**src/sv/cbad_pkg.sv**
```systemverilog
// ----------------------------------------------------------------------------
// cbad_pkg
// Shared types and constants for the bus address decoder: field widths,
// region codes, fault codes and the physical region map.
// ----------------------------------------------------------------------------
package cbad_pkg;

	localparam int unsigned VA_W   = 32;
	localparam int unsigned SIZE_W = 2;
	localparam int unsigned OFF_W  = 30;

	typedef logic [VA_W-1:0]   addr_t;
	typedef logic [SIZE_W-1:0] size_t;
	typedef logic [OFF_W-1:0]  off_t;

	// target region codes
	typedef enum logic [3:0] {
		TGT_RAM     = 4'd0,
		TGT_EXP1    = 4'd1,
		TGT_SCRATCH = 4'd2,
		TGT_IO      = 4'd3,
		TGT_GPUREAD = 4'd4,
		TGT_GP0     = 4'd5,
		TGT_GPUSTAT = 4'd6,
		TGT_GP1     = 4'd7,
		TGT_EXP2    = 4'd8,
		TGT_EXP3    = 4'd9,
		TGT_BIOS    = 4'd10,
		TGT_KSEG2   = 4'd11,
		TGT_NONE    = 4'd12
	} tgt_t;

	// alignment fault codes
	typedef enum logic [1:0] {
		FLT_NONE  = 2'd0,
		FLT_LOAD  = 2'd1,
		FLT_STORE = 2'd2
	} fault_t;

	// access size codes
	localparam size_t SZ_BYTE = 2'd0;
	localparam size_t SZ_HALF = 2'd1;

	// segment codes in virt_address[31:29]
	localparam logic [2:0] SEG_KSEG0 = 3'd4;
	localparam logic [2:0] SEG_KSEG1 = 3'd5;

	localparam addr_t KSEG0_MASK = 32'h7FFF_FFFF;
	localparam addr_t KSEG1_MASK = 32'h1FFF_FFFF;
	localparam addr_t ISO_MASK   = 32'h0000_03FF;

	// physical region map
	localparam addr_t RAM_END      = 32'h0020_0000;
	localparam addr_t EXP1_BASE    = 32'h1F00_0000;
	localparam addr_t SCRATCH_BASE = 32'h1F80_0000;
	localparam addr_t IO_BASE      = 32'h1F80_1000;
	localparam addr_t GPU0_BASE    = 32'h1F80_1810;
	localparam addr_t GPU1_BASE    = 32'h1F80_1814;
	localparam addr_t GPU1_END     = 32'h1F80_1818;
	localparam addr_t EXP2_BASE    = 32'h1F80_2000;
	localparam addr_t EXP3_BASE    = 32'h1FA0_0000;
	localparam addr_t BIOS_BASE    = 32'h1FC0_0000;
	localparam addr_t BIOS_END     = 32'h1FC8_0000;
	localparam addr_t KSEG2_BASE   = 32'hC000_0000;

endpackage

```
**src/sv/cbad_if.sv**
```systemverilog
// ----------------------------------------------------------------------------
// cbad_if
// Valid/ready channels of the bus address decoder: bus access requests in,
// decode results out.
// ----------------------------------------------------------------------------
interface cbad_req_if;
	import cbad_pkg::*;

	logic  valid;
	logic  ready;
	addr_t virt_address;
	size_t access_size;
	logic  action;
	logic  cache_isolated;

	modport source (output valid, virt_address, access_size, action, cache_isolated,
		input ready);
	modport sink (input valid, virt_address, access_size, action, cache_isolated,
		output ready);
endinterface

interface cbad_rsp_if;
	import cbad_pkg::*;

	logic       valid;
	logic       ready;
	logic [3:0] target_region;
	off_t       region_offset;
	logic [1:0] align_fault;
	logic       unmapped;

	modport source (output valid, target_region, region_offset, align_fault, unmapped,
		input ready);
	modport sink (input valid, target_region, region_offset, align_fault, unmapped,
		output ready);
endinterface

```
**src/sv/cpu_bus_address_decoder.sv**
```systemverilog
// ----------------------------------------------------------------------------
// cpu_bus_address_decoder
// Decodes one processor bus access into target region, offset, alignment
// fault and unmapped flag.
// ----------------------------------------------------------------------------
// Takes one access per cycle while the result side does not stall: the
// access is captured in an input register, the segment mask, region compare
// and offset subtract run in one pass, and the result sits in an output
// register until taken. A stall on the result side holds both stages; with
// the output free the request side stays ready every cycle. KSEG0 clears
// address bit 31, KSEG1 keeps the low 29 bits, KUSEG and KSEG2 pass through.
// With cache isolate set, main RAM accesses go to the scratchpad at offset
// modulo 1 KiB. GPU port accesses report offset zero.
// ----------------------------------------------------------------------------
module cpu_bus_address_decoder (
	input logic      clk,
	input logic      arst_n,
	cbad_req_if.sink req,
	cbad_rsp_if.source rsp
);
	import cbad_pkg::*;

	logic   v_s1;
	addr_t  va_s1;
	size_t  size_s1;
	logic   store_s1;
	logic   iso_s1;

	logic   v_s2;
	tgt_t   tgt_s2;
	off_t   off_s2;
	fault_t fault_s2;

	logic   adv1;
	logic   adv2;

	addr_t  p;
	addr_t  diff;
	logic   misaligned;
	tgt_t   tgt_d;
	off_t   off_d;
	fault_t fault_d;

	assign adv2      = !v_s2 || rsp.ready;
	assign adv1      = !v_s1 || adv2;
	assign req.ready = adv1;

	// segment mask
	always_comb begin
		case (va_s1[31:29])
			SEG_KSEG0: p = va_s1 & KSEG0_MASK;
			SEG_KSEG1: p = va_s1 & KSEG1_MASK;
			default:   p = va_s1;
		endcase
	end

	always_comb begin
		case (size_s1)
			SZ_BYTE: misaligned = 1'b0;
			SZ_HALF: misaligned = va_s1[0];
			default: misaligned = |va_s1[1:0];
		endcase
		if (!misaligned)
			fault_d = FLT_NONE;
		else if (store_s1)
			fault_d = FLT_STORE;
		else
			fault_d = FLT_LOAD;
	end

	// region match; the offset is the base subtract, or for RAM the address itself (masked when isolated)
	always_comb begin
		tgt_d = TGT_NONE;
		diff  = '0;
		if (p < RAM_END) begin
			tgt_d = iso_s1 ? TGT_SCRATCH : TGT_RAM;
			diff  = iso_s1 ? (p & ISO_MASK) : p;
		end else if (p >= EXP1_BASE && p < SCRATCH_BASE) begin
			tgt_d = TGT_EXP1;
			diff  = p - EXP1_BASE;
		end else if (p >= SCRATCH_BASE && p < IO_BASE) begin
			tgt_d = TGT_SCRATCH;
			diff  = p - SCRATCH_BASE;
		end else if (p >= IO_BASE && p < EXP2_BASE) begin
			if (p >= GPU0_BASE && p < GPU1_BASE) begin
				tgt_d = store_s1 ? TGT_GP0 : TGT_GPUREAD;
			end else if (p >= GPU1_BASE && p < GPU1_END) begin
				tgt_d = store_s1 ? TGT_GP1 : TGT_GPUSTAT;
			end else begin
				tgt_d = TGT_IO;
				diff  = p - IO_BASE;
			end
		end else if (p >= EXP2_BASE && p < EXP3_BASE) begin
			tgt_d = TGT_EXP2;
			diff  = p - EXP2_BASE;
		end else if (p >= EXP3_BASE && p < BIOS_BASE) begin
			tgt_d = TGT_EXP3;
			diff  = p - EXP3_BASE;
		end else if (p >= BIOS_BASE && p < BIOS_END) begin
			tgt_d = TGT_BIOS;
			diff  = p - BIOS_BASE;
		end else if (p >= KSEG2_BASE) begin
			tgt_d = TGT_KSEG2;
			diff  = p - KSEG2_BASE;
		end
		off_d = diff[OFF_W-1:0];
	end

	always_ff @(posedge clk or negedge arst_n) begin
		if (!arst_n) begin
			v_s1 <= 1'b0;
			v_s2 <= 1'b0;
		end else begin
			if (adv1)
				v_s1 <= req.valid;
			if (adv2)
				v_s2 <= v_s1;
		end
	end

	always_ff @(posedge clk) begin
		if (adv1 && req.valid) begin
			va_s1    <= req.virt_address;
			size_s1  <= req.access_size;
			store_s1 <= req.action;
			iso_s1   <= req.cache_isolated;
		end
		if (adv2 && v_s1) begin
			tgt_s2   <= tgt_d;
			off_s2   <= off_d;
			fault_s2 <= fault_d;
		end
	end

	assign rsp.valid         = v_s2;
	assign rsp.target_region = tgt_s2;
	assign rsp.region_offset = off_s2;
	assign rsp.align_fault   = fault_s2;
	assign rsp.unmapped      = (tgt_s2 == TGT_NONE);

endmodule

```
**src/flat_wrapper.sv**
```systemverilog
// flat-port wrapper written by rule: the top's interface ports become plain ports
module cpu_bus_address_decoder_flat import cbad_pkg::*;
  (clk, arst_n, req_valid, req_virt_address, req_access_size, req_action, req_cache_isolated, req_ready, rsp_valid, rsp_target_region, rsp_region_offset, rsp_align_fault, rsp_unmapped, rsp_ready);
  cbad_req_if req_i ();
  cbad_rsp_if rsp_i ();
  input logic clk;
  input logic arst_n;
  input wire logic [$bits(req_i.valid)-1:0] req_valid;
  input wire logic [$bits(req_i.virt_address)-1:0] req_virt_address;
  input wire logic [$bits(req_i.access_size)-1:0] req_access_size;
  input wire logic [$bits(req_i.action)-1:0] req_action;
  input wire logic [$bits(req_i.cache_isolated)-1:0] req_cache_isolated;
  output wire logic [$bits(req_i.ready)-1:0] req_ready;
  output wire logic [$bits(rsp_i.valid)-1:0] rsp_valid;
  output wire logic [$bits(rsp_i.target_region)-1:0] rsp_target_region;
  output wire logic [$bits(rsp_i.region_offset)-1:0] rsp_region_offset;
  output wire logic [$bits(rsp_i.align_fault)-1:0] rsp_align_fault;
  output wire logic [$bits(rsp_i.unmapped)-1:0] rsp_unmapped;
  input wire logic [$bits(rsp_i.ready)-1:0] rsp_ready;
  assign req_i.valid = req_valid;
  assign req_i.virt_address = req_virt_address;
  assign req_i.access_size = req_access_size;
  assign req_i.action = req_action;
  assign req_i.cache_isolated = req_cache_isolated;
  assign req_ready = req_i.ready;
  assign rsp_valid = rsp_i.valid;
  assign rsp_target_region = rsp_i.target_region;
  assign rsp_region_offset = rsp_i.region_offset;
  assign rsp_align_fault = rsp_i.align_fault;
  assign rsp_unmapped = rsp_i.unmapped;
  assign rsp_i.ready = rsp_ready;
  cpu_bus_address_decoder u_core (.clk(clk), .arst_n(arst_n), .req(req_i), .rsp(rsp_i));
endmodule
```
**config.mk**
```make
export PLATFORM = sky130hd
export DESIGN_NAME = cpu_bus_address_decoder_flat
export DESIGN_NICKNAME = d
export VERILOG_FILES = /design/src/sv/cbad_pkg.sv /design/src/sv/cbad_if.sv /design/src/sv/cpu_bus_address_decoder.sv /design/src/flat_wrapper.sv
export SDC_FILE = /design/constraint.sdc
export NUM_CORES = 1
export LEC_CHECK = 0
export ABC_AREA = 1
export BUFFER_PORTS_ARGS = -buffer_cell sky130_fd_sc_hd__buf_2
export CAP_MARGIN = 0
export CORE_AREA = 2 2 120 87
export DETAILED_ROUTE_END_ITERATION = 12
export DIE_AREA = 0 0 122 89
export GPL_TIMING_DRIVEN = 0
export PLACE_DENSITY_LB_ADDON = 0.05
export SETUP_SLACK_MARGIN = 0.3
export SYNTH_ARGS = -nofsm -noshare
export SYNTH_HDL_FRONTEND = slang
export SYNTH_SLANG_ARGS = --single-unit
export TNS_END_PERCENT = 10
```
**constraint.sdc**
```tcl
create_clock -name clk -period 6.5 [get_ports clk]
set_clock_uncertainty 0.15 [all_clocks]
set_input_delay 0.325 -clock clk [delete_from_list [all_inputs] [get_ports clk]]
set_output_delay 0.325 -clock clk [all_outputs]
set_load 0.1 [all_outputs]
```
==> flow_metrics.tcl, run 1 <==
set metrics [dict create \
    fin_nets 745 \
    die_area_sq_um 10860 \
    cts_resized 0 \
    relSlewSlack 0.2076 \
    min_path_type "in2reg" \
    drc_errors 0 \
    tightest_slew_ps 1180 \
    grt_pass1_wl_um 21890 \
    rrSetupSlack_ps 2650 \
    maxCapViolations 0 \
    cts_buffer_depth 2 \
    reg2reg_from "u_core.va_s1[22]" \
    cts_sinks 74 \
    die_y_um 89 \
    power_frac_clock 0.325 \
    synth_top_family_by_area "simple AND/OR/NAND/NOR gates" \
    pre_cts_ws_ps 2914 \
    ys_types 45 \
    cp-end-kind "register" \
    stdcell_count 821 \
    p_leak_nw 2.722 \
    place.port_buffers 78 \
    start_util 0.5081 \
    synthSimpleGateAreaFrac 0.2905 \
    yosys.area_share.adder 0.04374 \
    layout-drive-gt1-share 0.2323 \
    synth_edf_count 72 \
    antenna_cells 0 \
    core_sq_um 9572 \
    worst-r2r-cell-count 13 \
    totalWireLength_um 14160 \
    finalCritPeriodShare 0.5921 \
    clk_pin_slew_ps 60 \
    dp_hpwl_um 10320 \
    intPower_mw 0.9678 \
    worstHoldStart "req_virt_address[0]" \
    critPathMaxFanout 10 \
    fin_tns_setup_ps 0 \
    io_pins 79 \
    syn-num-nets 642 \
    final_common_cell "nand2_1" \
    wl_per_cell_um 17.25 \
    rsz0062_at_grt "false" \
    num_vias 4397 \
    clkLatencyLatePin_ps 350 \
    holdPathStages 1 \
    die_w_um 122 \
    syn_area_sq_um 4863 \
    post-cts-setup-buffers 0 \
    grt_pass1_vias 4119 \
    yosysSeqAreaShare 0.4548 \
    ys_warn_count 0 \
    outcome "complete, no violations" \
    synth_top_flop_cell "edfxtp_1" \
    final_cell_mix "nand2_1, buf_2, edfxtp_1" \
    maxSlewViolCount 0 \
    routed_via_density 5.356 \
    seqPwrFrac 0.397 \
    netlist_instances 585 \
    synth-seq-cells 74 \
    setup_slack_ps 2651 \
    grt_max_degree 37 \
    hold_end "u_core.va_s1[0]" \
    synthXorXnorAreaFrac 0.03061 \
    cts_tree "built" \
    grt_antenna_before_repair 0 \
    cts_max_level 3 \
    hold_viol_final 0 \
    drt-initial-drc-count 489 \
    criticalPathCategory "reg2reg" \
    dp_cells 792 \
    fin_crit_ps 3849 \
    hold_buffers 12 \
    ir_worst_vdd_mv 0.1886 \
    area_growth_pct 20.68 \
    first_pass_iters 5 \
    root_buffer "clkbuf_16" \
    async_flop_share 0.02703 \
    track_usage 0.2725 \
    numCtsBuffers 9 \
    worst_ep_arrival_time_ps 3890 \
    p_sw_mw 0.5665 \
    cp.required_ps 6540 \
    num_rows 30 \
    fmax_ghz 0.2598 \
    synth_compound_area_frac 0.09931 \
    grt-ovfl-total 0 \
    p_per_area_nw_per_um2 261.4 \
    routabilityCongestion 0.9926 \
    yosys-mux-area-fraction 0 \
    finalSetupViolCount 0 \
    p_comb_frac 0.279 \
    p_sw_frac 0.3692 \
    ant_nets 0 \
    synth_area_per_cell_sq_um 8.314 \
    cp-start-kind "register" \
    worst_r2r_endpoint "u_core.rsp.region_offset[23]" \
]
==> worst max-delay path: stages (launching register included) <==
cell and delay, ps:
edfxtp_1 350, clkbuf_1 480, inv_1 370, ha_1 300, nand2_1 70, nand2_1 60
nand2_1 50, inv_1 40, nor3_1 890, inv_1 170, nor2_1 230, buf_2 320
nand2_1 80, nand3_1 130
==> how the worst max path moves through the flow <==
stage,slack (ps),endpoint,from
floorplan,2930,rsp_unmapped,u_core.rsp.target_region[2]
global route,2470,u_core.rsp.region_offset[22],u_core.va_s1[22]
CTS,2830,u_core.rsp.region_offset[13],u_core.va_s1[22]
global placement,2790,u_core.rsp.region_offset[24],rsp_ready
detailed placement,2910,u_core.rsp.region_offset[13],u_core.va_s1[22]
finish,2650,u_core.rsp.region_offset[23],u_core.va_s1[22]
==> through the flow <==
stage               area [sq um]  hold slack [ps]  power [mW]  utilization
finish                      5869            6.817       1.534       0.6132
floorplan                   4863           -120.6      0.9480            -
detailed placement          5445           -37.52       1.035       0.5689
global placement            5414           -39.61       1.029       0.5656
CTS                         5859           0.1272       1.538       0.6122
global route                5869           0.6353       1.588       0.6132
==> cells in the mapped netlist (all sizes together), types with 11 or more instances <==
cell type  instances  area share
o21ai             35       0.039
nand4             12       0.017
xor2              14       0.025
a21oi             23       0.028
nand3             40       0.042
inv               74       0.058
ha                17       0.044
buf               11       0.019
edfxtp            72        0.44
nor3              12       0.012
nand2            172        0.14
nor2              69       0.070
==> kinds of logic after synthesis <==
logic type / count (synthesis)
xor+xnor: 17
compound gates: 78
flops: 74
fa+ha+maj: 17
simple gates: 309
buf+inv: 90
==> power by group through the flow <==
stage                     Clock (mW)  Sequential (mW)  Combinational, mW
after floorplan                    0            0.806              0.142
after global placement             0            0.619              0.410
after detailed placement           0            0.618              0.418
after CTS                      0.505            0.608              0.424
after global routing           0.523            0.613              0.452
final                          0.498            0.608              0.428
==> registers in the layout, summed over array words and instances, names as in the netlist <==
name and flops:
u_core.va_s1 32, u_core.rsp.region_offset 30, u_core.rsp.target_region 4, u_core.rsp.align_fault 2
u_core.size_s1 2, u_core.iso_s1 1, u_core.rsp.valid 1, u_core.store_s1 1
u_core.v_s1 1
==> metal layers <==
metal	vias up	routed length, um	track usage
met1	2034	6808	0.4024
li1	2155	-	-
met3	17	1128	0.04656
met2	191	6037	0.4083
met5	-	0	0
met4	0	186	0.09195
==> final cells by class <==
class / count / area (sq um)
plain buffers: 15 / 105.1
clock buffers: 10 / 229.0
clock inverters: 6 / 65.06
fillers: 887 / 3702
inverters: 75 / 289.0
multi-input cells: 421 / 2268
flip-flops and latches: 74 / 2212
well taps: 128 / 160.2
repair buffers: 92 / 540.5
No activity file was read; power rests on OpenSTA's default activity.
==> run 2: changes to the inputs <==
clock period = 3.9 ns   (was 6.5 ns; I/O delays follow)
==> flow_metrics.tcl, run 2 (synthesis gave the netlist of run 1 again) <==
set metrics [dict create \
    first_pass_iters 5 \
    critPathMaxFanout 10 \
    rsz0062_at_grt "false" \
    cts_tree "built" \
    final_cell_mix "nand2_1, buf_2, edfxtp_1" \
    place.port_buffers 78 \
    final_common_cell "nand2_1" \
    relSlewSlack 0.4506 \
    routed_via_density 5.387 \
    fmax_ghz 0.2885 \
    grt_max_degree 37 \
    clkLatencyLatePin_ps 340 \
    io_pins 79 \
    p_leak_nw 2.833 \
    drc_errors 0 \
    grt_pass1_wl_um 22850 \
    root_buffer "clkbuf_16" \
    die_area_sq_um 10860 \
    numCtsBuffers 9 \
    worst_ep_arrival_time_ps 3410 \
    start_util 0.5081 \
    finalPower_mw 2.582 \
    maxCapViolations 0 \
    cts_buffer_depth 2 \
    post-cts-setup-buffers 0 \
    cp-start-kind "register" \
    grt_antenna_before_repair 0 \
    grt_pass1_vias 4267 \
    maxSlewViolCount 0 \
    wl_per_cell_um 17.21 \
    outcome "complete, no violations" \
    routabilityCongestion 0.9926 \
    layout-drive-gt1-share 0.2292 \
    cts_max_level 3 \
    finalCritPeriodShare 0.8889 \
    cp.required_ps 3850 \
    fin_crit_ps 3467 \
    drt-initial-drc-count 401 \
    num_vias 4568 \
    die_w_um 122 \
    finalSetupViolCount 0 \
    dp_hpwl_um 10320 \
    track_usage 0.2841 \
    p_per_area_nw_per_um2 419.7 \
    ant_nets 0 \
    die_y_um 89 \
    num_rows 30 \
    grt-ovfl-total 0 \
    area_growth_pct 26.50 \
    core_sq_um 9572 \
    fin_tns_setup_ps 0 \
    cp-end-kind "register" \
    largest_reg_flops 32 \
    totalWireLength_um 14590 \
    top_register "u_core.va_s1" \
    tightest_slew_ps 815.5 \
    criticalPathCategory "reg2reg" \
    timing.hold.ws_ps 376.4 \
    fin_nets 772 \
    cts_sinks 74 \
    min_path_type "reg2reg" \
    antenna_cells 0 \
    clk_pin_slew_ps 60 \
    ir_worst_vdd_mv 0.2916 \
    hold_viol_final 0 \
]
## run 2: cell type report
cell class	instances	area, sq um
Sequential cell	74	2212
Clock inverter	6	65.06
Tap cell	128	160.2
Multi-Input combinational cell	421	2276
Timing Repair Buffer	119	810.8
Inverter	75	292.8
Clock buffer	10	229.0
Fill cell	833	3420
Buffer	15	106.4
## run 2: metal layers
layer  routed length (um)  track usage  vias up
li1                     -            -     2212
met1                 6813       0.4093     2120
met2                 6453       0.4373      215
met3                 1083      0.04911       21
met4                  242      0.09718        0
met5                    0            0        -
## run 2: per-stage QoR
step	worst slack (ps)	instance area (sq um)	cells	util
final	433.5	6152	848	0.6427
after global routing	298.9	6152	848	0.6427
after CTS	311.2	6145	848	0.6420
after detailed placement	314.0	5445	792	0.5689
after global placement	218.7	5414	791	0.5656
after floorplan	461.8	4863	585	-
## run 2: critical path: stages (launching register included)
cell and delay [ps]:
edfxtp_1 350, clkbuf_2 300, clkinvlp_4 310, ha_1 340, a21o_1 280, a21oi_4 250
nand2_2 110, nand2_4 160, nand2_1 120, nor2_4 160, inv_2 60, o21ai_2 130
nand2_2 90, nor2_4 180, buf_12 170, nor2_2 40
## run 2: report_power, final
part | switching (mW) | total [mW] | internal (mW)
combinational | 0.573 | 0.737 | 0.163
sequential | 0.0430 | 1.01 | 0.971
clock | 0.334 | 0.831 | 0.496
## run 2: final timing paths
path	from	end	slack [ps]	cells after the start
setup / recovery	u_core.va_s1[22]	u_core.rsp.region_offset[9]	430	15
hold / removal	u_core.v_s1	u_core.rsp.valid	380	2
setup reg to reg	u_core.va_s1[22]	u_core.rsp.region_offset[9]	430	15
hold reg to reg	u_core.v_s1	u_core.rsp.valid	380	2
max in group asynchronous	arst_n	u_core.v_s1	2910	3
min in group asynchronous	arst_n	u_core.rsp.valid	570	3
## run 2: timing repair
action,CTS,global route
pin swaps,0,0
hold buffers,40,0
setup endpoints to repair,7,29
cloned,0,0
gates resized for setup,1,4
hold endpoints to repair,40,0
==> run 3: changes to the inputs <==
SETUP_SLACK_MARGIN = 0.5   (was 0.3)
==> flow_metrics.tcl, run 3 (synthesis gave the netlist of run 1 again) <==
set metrics [dict create \
    utilization 0.6489 \
    num_vias 4538 \
    ant_nets 0 \
    final_cell_mix "nand2_1, buf_2, edfxtp_1" \
    dp_cells 792 \
    fin_tns_setup_ps 0 \
    cts_max_level 3 \
    root_buffer "clkbuf_16" \
    maxCapViolations 0 \
    dp_hpwl_um 10140 \
    rrSetupSlack_ps 600 \
    crit_slowest_cell "nor3_2" \
    grt-ovfl-total 0 \
    cp_cell_sequence "clkbuf_1 -> inv_1 -> ha_1 -> nand2_1 -> nand2_1 -> nand2_1 -> inv_1 -> nor3_2 -> inv_1 -> nor2_1 -> buf_2 -> nand2_1 -> nand3_1" \
    ir_worst_vdd_mv 0.2791 \
    min_path_type "in2reg" \
    fmax_ghz 0.3030 \
    grt_pass1_vias 4231 \
    core_sq_um 9572 \
    tightest_slew_ps 889.0 \
    cts_sinks 74 \
    stdcell_count 851 \
    worst_r2r_endpoint "u_core.rsp.region_offset[13]" \
    cts_buffer_depth 2 \
    cp-end-kind "register" \
    num_rows 30 \
    cp-start-kind "register" \
    die_area_sq_um 10860 \
    largest_reg_flops 32 \
    seqPwrFrac 0.387 \
    fin_crit_ps 3300 \
    track_usage 0.2803 \
    rsz0062_at_grt "true" \
    p_leak_nw 2.857 \
    grt_max_degree 37 \
    finalSetupViolCount 0 \
    die_y_um 89 \
    place.port_buffers 78 \
    routabilityCongestion 0.9670 \
    pre_cts_ws_ps 282.5 \
    p_comb_frac 0.283 \
    io_pins 79 \
    cp_common_cell "nand2_1" \
    p_sw_mw 0.9622 \
    drt-initial-drc-count 386 \
    routed_via_density 5.333 \
    power_frac_clock 0.330 \
    layout-drive-gt1-share 0.2351 \
    clk_pin_slew_ps 70 \
    worst-r2r-cell-count 13 \
    final_common_cell "nand2_1" \
    setup_slack_ps 599.6 \
    criticalPathCategory "reg2reg" \
    wl_per_cell_um 17.05 \
    worstHoldStart "req_action" \
    finalPower_mw 2.622 \
    slowest_delay_ps 520 \
    fin_nets 775 \
    outcome "complete, no violations" \
    intPower_mw 1.659 \
    cp.required_ps 3940 \
    drc_errors 0 \
    worst_ep_arrival_time_ps 3340 \
    maxSlewViolCount 0 \
    reg2reg_from "u_core.va_s1[23]" \
    p_sw_frac 0.3670 \
    clkLatencyLatePin_ps 340 \
    finalCritPeriodShare 0.8463 \
    top_register "u_core.va_s1" \
    die_w_um 122 \
    grt_pass1_wl_um 22340 \
    endpoint "u_core.rsp.region_offset[13]" \
    startpoint "u_core.va_s1[23]" \
    num-fill-cells 783 \
    totalWireLength_um 14510 \
    hold_viol_final 0 \
    first_pass_iters 5 \
    p_per_area_nw_per_um2 422.1 \
    grt_antenna_before_repair 0 \
    area_growth_pct 27.71 \
    antenna_cells 0 \
    relSlewSlack 0.4011 \
    critPathMaxFanout 10 \
    start_util 0.5081 \
    cts_tree "built" \
    numCtsBuffers 9 \
]
-- run 3: cell types whose count changed in the layout (fill, tap and decap cells not counted), sizes merged --
cell and change:
buf +3, clkinvlp +1, clkinv -2, inv +1
-- run 3: power groups by stage --
| stage | clock (mW) | combinational [mW] | sequential (mW) |
|---|---|---|---|
| final | 0.866 | 0.741 | 1.01 |
| after global routing | 0.908 | 0.784 | 1.02 |
| after CTS | 0.882 | 0.728 | 1.01 |
| after detailed placement | 0 | 0.696 | 1.03 |
| after global placement | 0 | 0.683 | 1.03 |
| after floorplan | 0 | 0.237 | 1.34 |
-- run 3: final cells by class --
type	count	area [sq um]	share of cell area
Inverter	75	292.8	0.04714
Sequential cell	74	2212	0.3562
Timing Repair Buffer	122	845.8	0.1362
Multi-Input combinational cell	421	2281	0.3672
Tap cell	128	160.2	0.02579
Buffer	15	106.4	0.01712
Clock buffer	10	239.0	0.03848
Clock inverter	6	73.82	0.01189
-- run 3: worst min-delay path by stage --
| stage | cells past startpoint | to | slack, ps |
|---|---|---|---|
| floorplan | 0 | u_core.rsp.valid | -250 |
| finish | 2 | u_core.store_s1 | 400 |
| CTS | 2 | u_core.store_s1 | 390 |
| global route | 2 | u_core.va_s1[19] | 410 |
| global placement | 1 | u_core.rsp.valid | -170 |
| detailed placement | 1 | u_core.rsp.valid | -170 |
-- run 3: worst max-delay path: cells and delay by family, from the launching register on --
| family | cells | cell delay (ps) |
|---|---|---|
| DFF | 1 | 410 |
| buffers and inverters | 5 | 1230 |
| adders and majority gates | 1 | 270 |
| and+or+nand+nor | 7 | 1080 |
-- run 3: repair_timing --
action,in CTS,in global routing
setup endpoints to repair,27,32
gates resized for setup,1,4
hold endpoints to repair,40,0
hold buffers,40,0
buffers inserted,0,3
-- run 3: per-layer routing --
layer	track usage	routed length, um	part of all wire
met4	0.1045	324	0.022
met2	0.4215	6206	0.43
met1	0.4006	6642	0.46
met3	0.05995	1339	0.092
met5	0	0	0
-- run 3: stage by stage --
stage / instance area [sq um] / hold WS [ps]
after floorplan: 4868 / -250.6
after global placement: 5419 / -169.5
after detailed placement: 5450 / -165.9
after CTS: 6168 / 391.6
after global routing: 6211 / 409.1
final: 6211 / 401.6
